`config.mk`:
```
export PLATFORM = sky130hd
export DESIGN_NAME = sorted_sleep_timer_queue_unit
export DESIGN_NICKNAME = d
export VERILOG_FILES = /design/src/design/ssq_pkg.sv /design/src/design/sorted_sleep_timer_queue_unit.sv /design/src/design/ssq_ctrl.sv /design/src/design/ssq_datapath.sv
export SDC_FILE = /design/constraint.sdc
export NUM_CORES = 2
export LEC_CHECK = 0
export BUFFER_PORTS_ARGS = -buffer_cell sky130_fd_sc_hd__buf_4
export CORE_MARGIN = 2
export CORE_UTILIZATION = 56
export DETAILED_ROUTE_END_ITERATION = 8
export GPL_ROUTABILITY_DRIVEN = 0
export PLACE_DENSITY_LB_ADDON = 0.12
export SETUP_SLACK_MARGIN = 0.02
export SYNTH_ARGS = -nofsm -noshare
export SYNTH_HDL_FRONTEND = slang
export SYNTH_SLANG_ARGS = --single-unit
```
`constraint.sdc`:
```
create_clock -name clk -period 12.2 [get_ports clk]
set_clock_uncertainty 0.15 [all_clocks]
set_input_delay 0.61 -clock clk [delete_from_list [all_inputs] [get_ports clk]]
set_output_delay 0.61 -clock clk [all_outputs]
set_load 0.02 [all_outputs]
```
`src/design/ssq_pkg.sv`:
```
// ssq_pkg: shared constants, event codes and controller/datapath interface types
`default_nettype none

package ssq_pkg;

  localparam int QUEUE_DEPTH    = 16;
  localparam int THREAD_ID_BITS = 6;
  localparam int MAX_RESULTS    = 16;

  localparam int TIME_W  = 64;
  localparam int DUR_W   = 32;
  localparam int EVENT_W = 3;

  localparam logic [EVENT_W-1:0] EV_WOKEN    = 3'd0;
  localparam logic [EVENT_W-1:0] EV_ACCEPTED = 3'd1;
  localparam logic [EVENT_W-1:0] EV_IGNORED  = 3'd2;
  localparam logic [EVENT_W-1:0] EV_FULL     = 3'd3;
  localparam logic [EVENT_W-1:0] EV_IDLE     = 3'd4;

  localparam logic FUNC_SLEEP = 1'b0;
  localparam logic FUNC_TICK  = 1'b1;

  typedef struct packed {
    logic               accept;
    logic               insert;
    logic               pop;
    logic               load;
    logic [EVENT_W-1:0] code;
    logic               last;
  } ssq_cmd_t;

  typedef struct packed {
    logic out_free;
    logic dur_zero;
    logic full;
    logic head_rel;
    logic next_rel;
  } ssq_sts_t;

endpackage

`default_nettype wire

```
`src/design/sorted_sleep_timer_queue_unit.sv`:
```
// sorted_sleep_timer_queue_unit: top level of the sorted sleep timer queue
//
//  channel | direction | handshake            | payload
//  in_     | input     | in_valid / in_stall  | func, thread_id, duration
//  out_    | output    | out_valid / out_stall| event_code, woken_id, wake_time, tick_count, last
//
// a sleep request: wake time is computed and registered on acceptance, then the
// sorted chain inserts it in one shift as the result beat is loaded.
// a tick yields one result beat per release (at least 1); each release
// pops the chain head, so releases run one per cycle while the output is not stalled.
// reset clears the counter, the chain valid bits and the output valid bit at once.
// a stalled output register holds the sequencer; input is taken only between items.
`default_nettype none

module sorted_sleep_timer_queue_unit
  import ssq_pkg::*;
#(
  parameter int QueueDepth   = QUEUE_DEPTH,
  parameter int ThreadIdBits = THREAD_ID_BITS
) (
  input  wire logic                    clk,
  input  wire logic                    rst_n,
  input  wire logic                    in_valid,
  output logic                         in_stall,
  input  wire logic                    in_func,
  input  wire logic [ThreadIdBits-1:0] in_thread_id,
  input  wire logic [DUR_W-1:0]        in_duration,
  output logic                         out_valid,
  input  wire logic                    out_stall,
  output logic [EVENT_W-1:0]           out_event_code,
  output logic [ThreadIdBits-1:0]      out_woken_id,
  output logic [TIME_W-1:0]            out_wake_time,
  output logic [TIME_W-1:0]            out_tick_count,
  output logic                         out_last
);

  ssq_cmd_t cmd;
  ssq_sts_t sts;

  ssq_ctrl u_ctrl (
    .clk      (clk),
    .rst_n    (rst_n),
    .in_valid (in_valid),
    .in_func  (in_func),
    .in_stall (in_stall),
    .sts      (sts),
    .cmd      (cmd)
  );

  ssq_datapath #(
    .QueueDepth   (QueueDepth),
    .ThreadIdBits (ThreadIdBits)
  ) u_dp (
    .clk            (clk),
    .rst_n          (rst_n),
    .cmd            (cmd),
    .sts            (sts),
    .in_func        (in_func),
    .in_thread_id   (in_thread_id),
    .in_duration    (in_duration),
    .out_valid      (out_valid),
    .out_stall      (out_stall),
    .out_event_code (out_event_code),
    .out_woken_id   (out_woken_id),
    .out_wake_time  (out_wake_time),
    .out_tick_count (out_tick_count),
    .out_last       (out_last)
  );

endmodule

`default_nettype wire

```
`src/design/ssq_ctrl.sv`:
```
// ssq_ctrl: controller state machine for sleep, tick and release sequencing
`default_nettype none

module ssq_ctrl
  import ssq_pkg::*;
(
  input  wire logic     clk,
  input  wire logic     rst_n,
  input  wire logic     in_valid,
  input  wire logic     in_func,
  output logic          in_stall,
  input  wire ssq_sts_t sts,
  output ssq_cmd_t      cmd
);

  localparam int RelW = $clog2(MAX_RESULTS);

  localparam logic [1:0] S_IDLE  = 2'd0;
  localparam logic [1:0] S_SLEEP = 2'd1;
  localparam logic [1:0] S_TICK  = 2'd2;

  logic [1:0]      state_r, state_nxt;
  logic [RelW-1:0] rel_r, rel_nxt;
  logic            cap_hit;

  assign in_stall = (state_r != S_IDLE);
  assign cap_hit  = (rel_r == RelW'(MAX_RESULTS - 1));

  always_comb begin
    state_nxt  = state_r;
    rel_nxt    = rel_r;
    cmd        = '0;
    cmd.code   = EV_IDLE;
    unique case (state_r)
      S_IDLE: begin
        if (in_valid) begin
          cmd.accept = 1'b1;
          rel_nxt    = '0;
          state_nxt  = (in_func == FUNC_TICK) ? S_TICK : S_SLEEP;
        end
      end
      S_SLEEP: begin
        if (sts.out_free) begin
          cmd.load = 1'b1;
          cmd.last = 1'b1;
          priority if (sts.dur_zero) begin
            cmd.code = EV_IGNORED;
          end else if (sts.full) begin
            cmd.code = EV_FULL;
          end else begin
            cmd.code   = EV_ACCEPTED;
            cmd.insert = 1'b1;
          end
          state_nxt = S_IDLE;
        end
      end
      S_TICK: begin
        if (sts.out_free) begin
          cmd.load = 1'b1;
          if (sts.head_rel) begin
            cmd.code = EV_WOKEN;
            cmd.pop  = 1'b1;
            cmd.last = !sts.next_rel || cap_hit;
            if (cmd.last) begin
              state_nxt = S_IDLE;
            end else begin
              rel_nxt = rel_r + RelW'(1);
            end
          end else begin
            cmd.code  = EV_IDLE;
            cmd.last  = 1'b1;
            state_nxt = S_IDLE;
          end
        end
      end
      default: begin
        state_nxt = S_IDLE;
      end
    endcase
  end

  always_ff @(posedge clk) begin
    if (!rst_n) begin
      state_r <= S_IDLE;
      rel_r   <= '0;
    end else begin
      state_r <= state_nxt;
      rel_r   <= rel_nxt;
    end
  end

endmodule

`default_nettype wire

```
`src/design/ssq_datapath.sv`:
```
// ssq_datapath: tick counter, sorted shift chain of sleepers and output register
`default_nettype none

module ssq_datapath
  import ssq_pkg::*;
#(
  parameter int QueueDepth   = QUEUE_DEPTH,
  parameter int ThreadIdBits = THREAD_ID_BITS
) (
  input  wire logic                    clk,
  input  wire logic                    rst_n,
  input  wire ssq_cmd_t                cmd,
  output ssq_sts_t                     sts,
  input  wire logic                    in_func,
  input  wire logic [ThreadIdBits-1:0] in_thread_id,
  input  wire logic [DUR_W-1:0]        in_duration,
  output logic                         out_valid,
  input  wire logic                    out_stall,
  output logic [EVENT_W-1:0]           out_event_code,
  output logic [ThreadIdBits-1:0]      out_woken_id,
  output logic [TIME_W-1:0]            out_wake_time,
  output logic [TIME_W-1:0]            out_tick_count,
  output logic                         out_last
);

  logic [TIME_W-1:0]       count_r;
  logic [TIME_W-1:0]       req_wt_r;
  logic [ThreadIdBits-1:0] req_id_r;
  logic                    dur_zero_r;
  logic [TIME_W:0]         wt_sum;

  logic [TIME_W-1:0]       e_wt_r   [QueueDepth];
  logic [ThreadIdBits-1:0] e_id_r   [QueueDepth];
  logic [QueueDepth-1:0]   e_vld_r;
  logic [TIME_W-1:0]       e_wt_nxt [QueueDepth];
  logic [ThreadIdBits-1:0] e_id_nxt [QueueDepth];
  logic [QueueDepth-1:0]   e_vld_nxt;
  logic [QueueDepth-1:0]   le;

  logic                    out_valid_r;

  // saturating wake time
  assign wt_sum = {1'b0, count_r} + {{(TIME_W - DUR_W + 1){1'b0}}, in_duration};

  always_ff @(posedge clk) begin
    if (!rst_n) begin
      count_r <= '0;
    end else if (cmd.accept && in_func == FUNC_TICK) begin
      count_r <= count_r + TIME_W'(1);
    end
  end

  always_ff @(posedge clk) begin
    if (cmd.accept) begin
      req_id_r   <= in_thread_id;
      dur_zero_r <= (in_duration == '0);
      req_wt_r   <= wt_sum[TIME_W] ? {TIME_W{1'b1}} : wt_sum[TIME_W-1:0];
    end
  end

  // sorted chain: valid entries form a prefix, ascending wake time
  for (genvar g = 0; g < QueueDepth; g++) begin : g_cell
    assign le[g] = e_vld_r[g] && (e_wt_r[g] <= req_wt_r);

    always_comb begin
      e_wt_nxt[g]  = e_wt_r[g];
      e_id_nxt[g]  = e_id_r[g];
      e_vld_nxt[g] = e_vld_r[g];
      if (cmd.insert && !le[g]) begin
        if (g == 0) begin
          e_wt_nxt[g]  = req_wt_r;
          e_id_nxt[g]  = req_id_r;
          e_vld_nxt[g] = 1'b1;
        end else if (le[(g == 0) ? 0 : g - 1]) begin
          e_wt_nxt[g]  = req_wt_r;
          e_id_nxt[g]  = req_id_r;
          e_vld_nxt[g] = 1'b1;
        end else begin
          e_wt_nxt[g]  = e_wt_r[(g == 0) ? 0 : g - 1];
          e_id_nxt[g]  = e_id_r[(g == 0) ? 0 : g - 1];
          e_vld_nxt[g] = e_vld_r[(g == 0) ? 0 : g - 1];
        end
      end else if (cmd.pop) begin
        if (g == QueueDepth - 1) begin
          e_vld_nxt[g] = 1'b0;
        end else begin
          e_wt_nxt[g]  = e_wt_r[(g == QueueDepth - 1) ? g : g + 1];
          e_id_nxt[g]  = e_id_r[(g == QueueDepth - 1) ? g : g + 1];
          e_vld_nxt[g] = e_vld_r[(g == QueueDepth - 1) ? g : g + 1];
        end
      end
    end

    always_ff @(posedge clk) begin
      e_wt_r[g] <= e_wt_nxt[g];
      e_id_r[g] <= e_id_nxt[g];
    end
  end

  always_ff @(posedge clk) begin
    if (!rst_n) begin
      e_vld_r <= '0;
    end else begin
      e_vld_r <= e_vld_nxt;
    end
  end

  assign sts.out_free = !out_valid_r || !out_stall;
  assign sts.dur_zero = dur_zero_r;
  assign sts.full     = e_vld_r[QueueDepth-1];
  assign sts.head_rel = e_vld_r[0] && (e_wt_r[0] <= count_r);
  assign sts.next_rel = e_vld_r[1] && (e_wt_r[1] <= count_r);

  // output register
  always_ff @(posedge clk) begin
    if (!rst_n) begin
      out_valid_r <= 1'b0;
    end else if (cmd.load) begin
      out_valid_r <= 1'b1;
    end else if (!out_stall) begin
      out_valid_r <= 1'b0;
    end
  end

  always_ff @(posedge clk) begin
    if (cmd.load) begin
      out_event_code <= cmd.code;
      out_last       <= cmd.last;
      out_tick_count <= count_r;
      unique case (cmd.code)
        EV_WOKEN: begin
          out_woken_id  <= e_id_r[0];
          out_wake_time <= e_wt_r[0];
        end
        EV_ACCEPTED, EV_FULL: begin
          out_woken_id  <= req_id_r;
          out_wake_time <= req_wt_r;
        end
        EV_IGNORED: begin
          out_woken_id  <= req_id_r;
          out_wake_time <= '0;
        end
        default: begin
          out_woken_id  <= '0;
          out_wake_time <= '0;
        end
      endcase
    end
  end

  assign out_valid = out_valid_r;

endmodule

`default_nettype wire

```
==> out/metrics.cfg <==
[logic_synthesis]
synth_top_area_share_pct = 43.0
synth_area_um2 = 92900
avgSynthCellArea_um2 = 10.4
yosysUniqueCellTypes = 77
synth_fp_nets = 10100
async_flop_share_pct = 0
ys_seq_area_share_pct = 44.8
ys_ff_latch = 1416
synth_edf_count = 1329
yosys-top-cells-area = edfxtp_1 (43%), ha_1 (15%), mux2i_1 (8.6%)
ys.flop_type = edfxtp_1
synth_top_area_cell = edfxtp_1
yosysWarnings = 0
syn_inst = 8935

[finish]
drive_gt1_share_pct = 8.69
fin_cells = 11300
fillCellCount = 13600
syn2layout_area_growth_pct = 10.0
multi_input_comb_area_um2 = 49200
finalInstanceArea_um2 = 102000
seq_area_um2 = 41600
utilization_pct = 62.0
layout.nets = 10100

[cts]
cts_tree = yes
insertion_delay_ns = 0.86
cts-root-buf = clkbuf_16
ctsResizeCount = 0
numCtsBuffers = 160
h-tree-depth = 4
clk_path_buf_depth = 3
clkSlewWorstSetupHoldPaths_ns = 0.06
clock-sinks = 1416

[setup_path]
cp-end-kind = flip-flop
cp-start-kind = flip-flop
critPathMostFrequentCell = or4_1
slowest_stage = or4_1
cp_max_fo = 70
path_cells = inv_1, ha_1, nand4_1, or4_1, or4_1, or4_1, or3_1, o32a_1, a21oi_4, buf_4, buf_4, nor2_1, a21oi_1, o21ai_1
worst-path-buf-inv = 3
cp_data_arrival_time_ns = 8.09
slowest_delay_ns = 0.89
cp_top_family = simple AND/OR/NAND/NOR gates
required_ns = 12.58
criticalPathCategory = reg -> reg

[timing]
fin_crit_sh_pct = 63.2
tightest_slew_ns = 1.60
maxSlewViolCount = 3
tns_ns = 0
fin_ws_ns = 4.49
rsz0062_at_grt = no
max_freq_mhz = 130
setup-violations-final = 0
finalHoldViolations = 0
post-route-min-period_ns = 7.71
relSlewSlack_pct = -7.84
hold_ws_ns = 0.0569

[power]
p_int_mw = 9.26
leakagePower_nw = 42.3
combPwrFrac_pct = 17.8
ir_worst_vdd_v = 0.000178
seqPwrFrac_pct = 44.6
pwr-share-clk_pct = 37.5
power_density_nw_per_um2 = 130
finalPower_mw = 13.3
switching_share_pct = 30.4
power.switching_mw = 4.05

[placement]
hpwl_mm = 253
dp_cells = 11000
pre_cts_ws_ns = 4.95
postPlaceCellArea_um2 = 96900
port_buffers = 182

[grt]
grt_max_degree = 99
grt_pass1_vias = 74000
antenna_found_initial = 29
track_usage_pct = 42.2
grt_pass1_wl_mm = 518
grt-ovfl-total = 0

[status]
status = finished, violations left
failed_checks = capacitance limit, slew limit

[job]
maxCapViolCount = 2

[floorplan]
io-pin-count = 183
initial_core_util_pct = 56.4
dieWidth_um = 411
die_y_um = 411
dieArea_um2 = 169000
core-area_um2 = 165000
rows = 149

[route]
drc = 0
wl_mm = 367
vias = 79400
wl_per_cell_um = 32.6
ant_nets = 0
drt_iter0_drc = 12000
viasPerCell = 7.04
drtPass1Iterations = 9

[min_path]
hold_class = in -> reg

Yosys cell counts (all sizes together), types with 10 or more instances:
cell type	number
a21o	343
and3	44
nor3	63
a211oi	31
and2	13
edfxtp	1329
a22oi	11
nor2	545
xor2	15
o21a	53
or4	14
a21oi	817
o21ai	966
nor2b	57
nand3	93
inv	191
buf	52
nand4	243
nand2	994
clkbuf	444
a22o	66
mux2	140
a31oi	13
o22ai	10
and4	40
dfxtp	87
or3	26
nand2b	12
or2	17
mux2i	800
a211o	13
a221oi	16
ha	1125
xnor2	75
nor4	50
o211ai	32
worst min-delay path: stages:
cell and delay (ns):
buf_4 0.11, o2111ai_1 0.10, a31oi_1 0.17
cells in the final DEF, fill, tap and decap left out, types with 26 or more instances in the layout:
cell type / instances
a21oi_1: 815
nand4_1: 243
o21ai_1: 142
clkbuf_16: 166
or3_1: 26
mux2_2: 140
edfxtp_1: 1329
nor4_1: 47
o21ai_0: 821
nand3_1: 92
inv_1: 188
a22o_1: 66
a211oi_1: 29
dfxtp_1: 87
xnor2_1: 75
ha_1: 1125
mux2i_1: 800
nor3_1: 61
nand2_1: 973
a21o_1: 341
nor2_1: 542
nor2b_1: 55
clkbuf_1: 48
and3_1: 43
and4_1: 40
o211ai_1: 32
buf_4: 335
o21a_1: 53
power by group through the flow:
stage | combinational (mW) | clock (mW) | sequential, mW
floorplan | 1.44 | 0 | 5.91
global placement | 2.18 | 0 | 6.02
detailed placement | 2.26 | 0 | 6.02
CTS | 2.28 | 4.97 | 5.92
global route | 2.53 | 5.15 | 5.95
finish | 2.38 | 5.00 | 5.94
per-layer routing:
metal	global-route usage [%]	part of all wire, %	routed length (µm)	up-vias
met2	58.8	41	149000	6064
met3	15.9	15	55900	1277
met4	24.4	6.8	25100	22
met5	0	0.036	134	-
li1	-	-	-	33700
met1	55.9	37	137000	38300
final timing paths:
kind	from	end	slack, ns	depth (start not counted)
worst max register to register	u_dp.req_wt_r[63]	u_dp.e_wt_r[5][85]	4.49	14
worst min-delay path	in_valid	u_ctrl.rel_r[1]	0.06	3
worst min register to register	u_dp.count_r[62]	u_dp.out_tick_count[62]	0.34	0
worst max-delay path	u_dp.req_wt_r[63]	u_dp.e_wt_r[5][85]	4.49	14
registers in the layout, indices dropped and copies added (netlist names):
signal,flops
u_dp.e_wt_r,1024
u_dp.e_id_r,96
u_dp.count_r,64
u_dp.out_tick_count,64
u_dp.out_wake_time,64
u_dp.req_wt_r,64
u_dp.e_vld_r,16
u_dp.out_woken_id,6
u_dp.req_id_r,6
u_ctrl.rel_r,4
u_dp.out_event_code,3
u_ctrl.state_r,2
u_dp.dur_zero_r,1
u_dp.out_last,1
u_dp.out_valid,1
logic make-up (layout without fill, tap and decap cells):
| kind of cell | after synthesis | after routing | synth area share [%] |
|---|---|---|---|
| AO/OA/AOI/OAI | 2449 | 2449 | 15.2 |
| flip-flops | 1416 | 1416 | 44.8 |
| adder cells (fa/ha/maj) | 1126 | 1126 | 15.2 |
| AND/OR/NAND/NOR | 2226 | 2226 | 10.8 |
| multiplexers | 940 | 940 | 10.3 |
| XOR/XNOR | 90 | 90 | 0.849 |
| buffers and inverters | 688 | 830 | 2.81 |
| other | 0 | 8 | 0 |
what timing repair did:
item,in CTS,in global routing
buffers inserted,0,0
endpoints found under the hold margin,8,0
hold buffers,8,0
cell type report:
class                   count  area share, %
diodes                      8         0.0196
clock buffers             226           4.40
clock inverters            66          0.715
inverters                 192          0.715
multi-input cells        6831           48.1
flip-flops and latches   1416           40.7
well taps                2189           2.68
repair buffers            346           2.60
No activity file was read; power rests on OpenSTA's default activity.
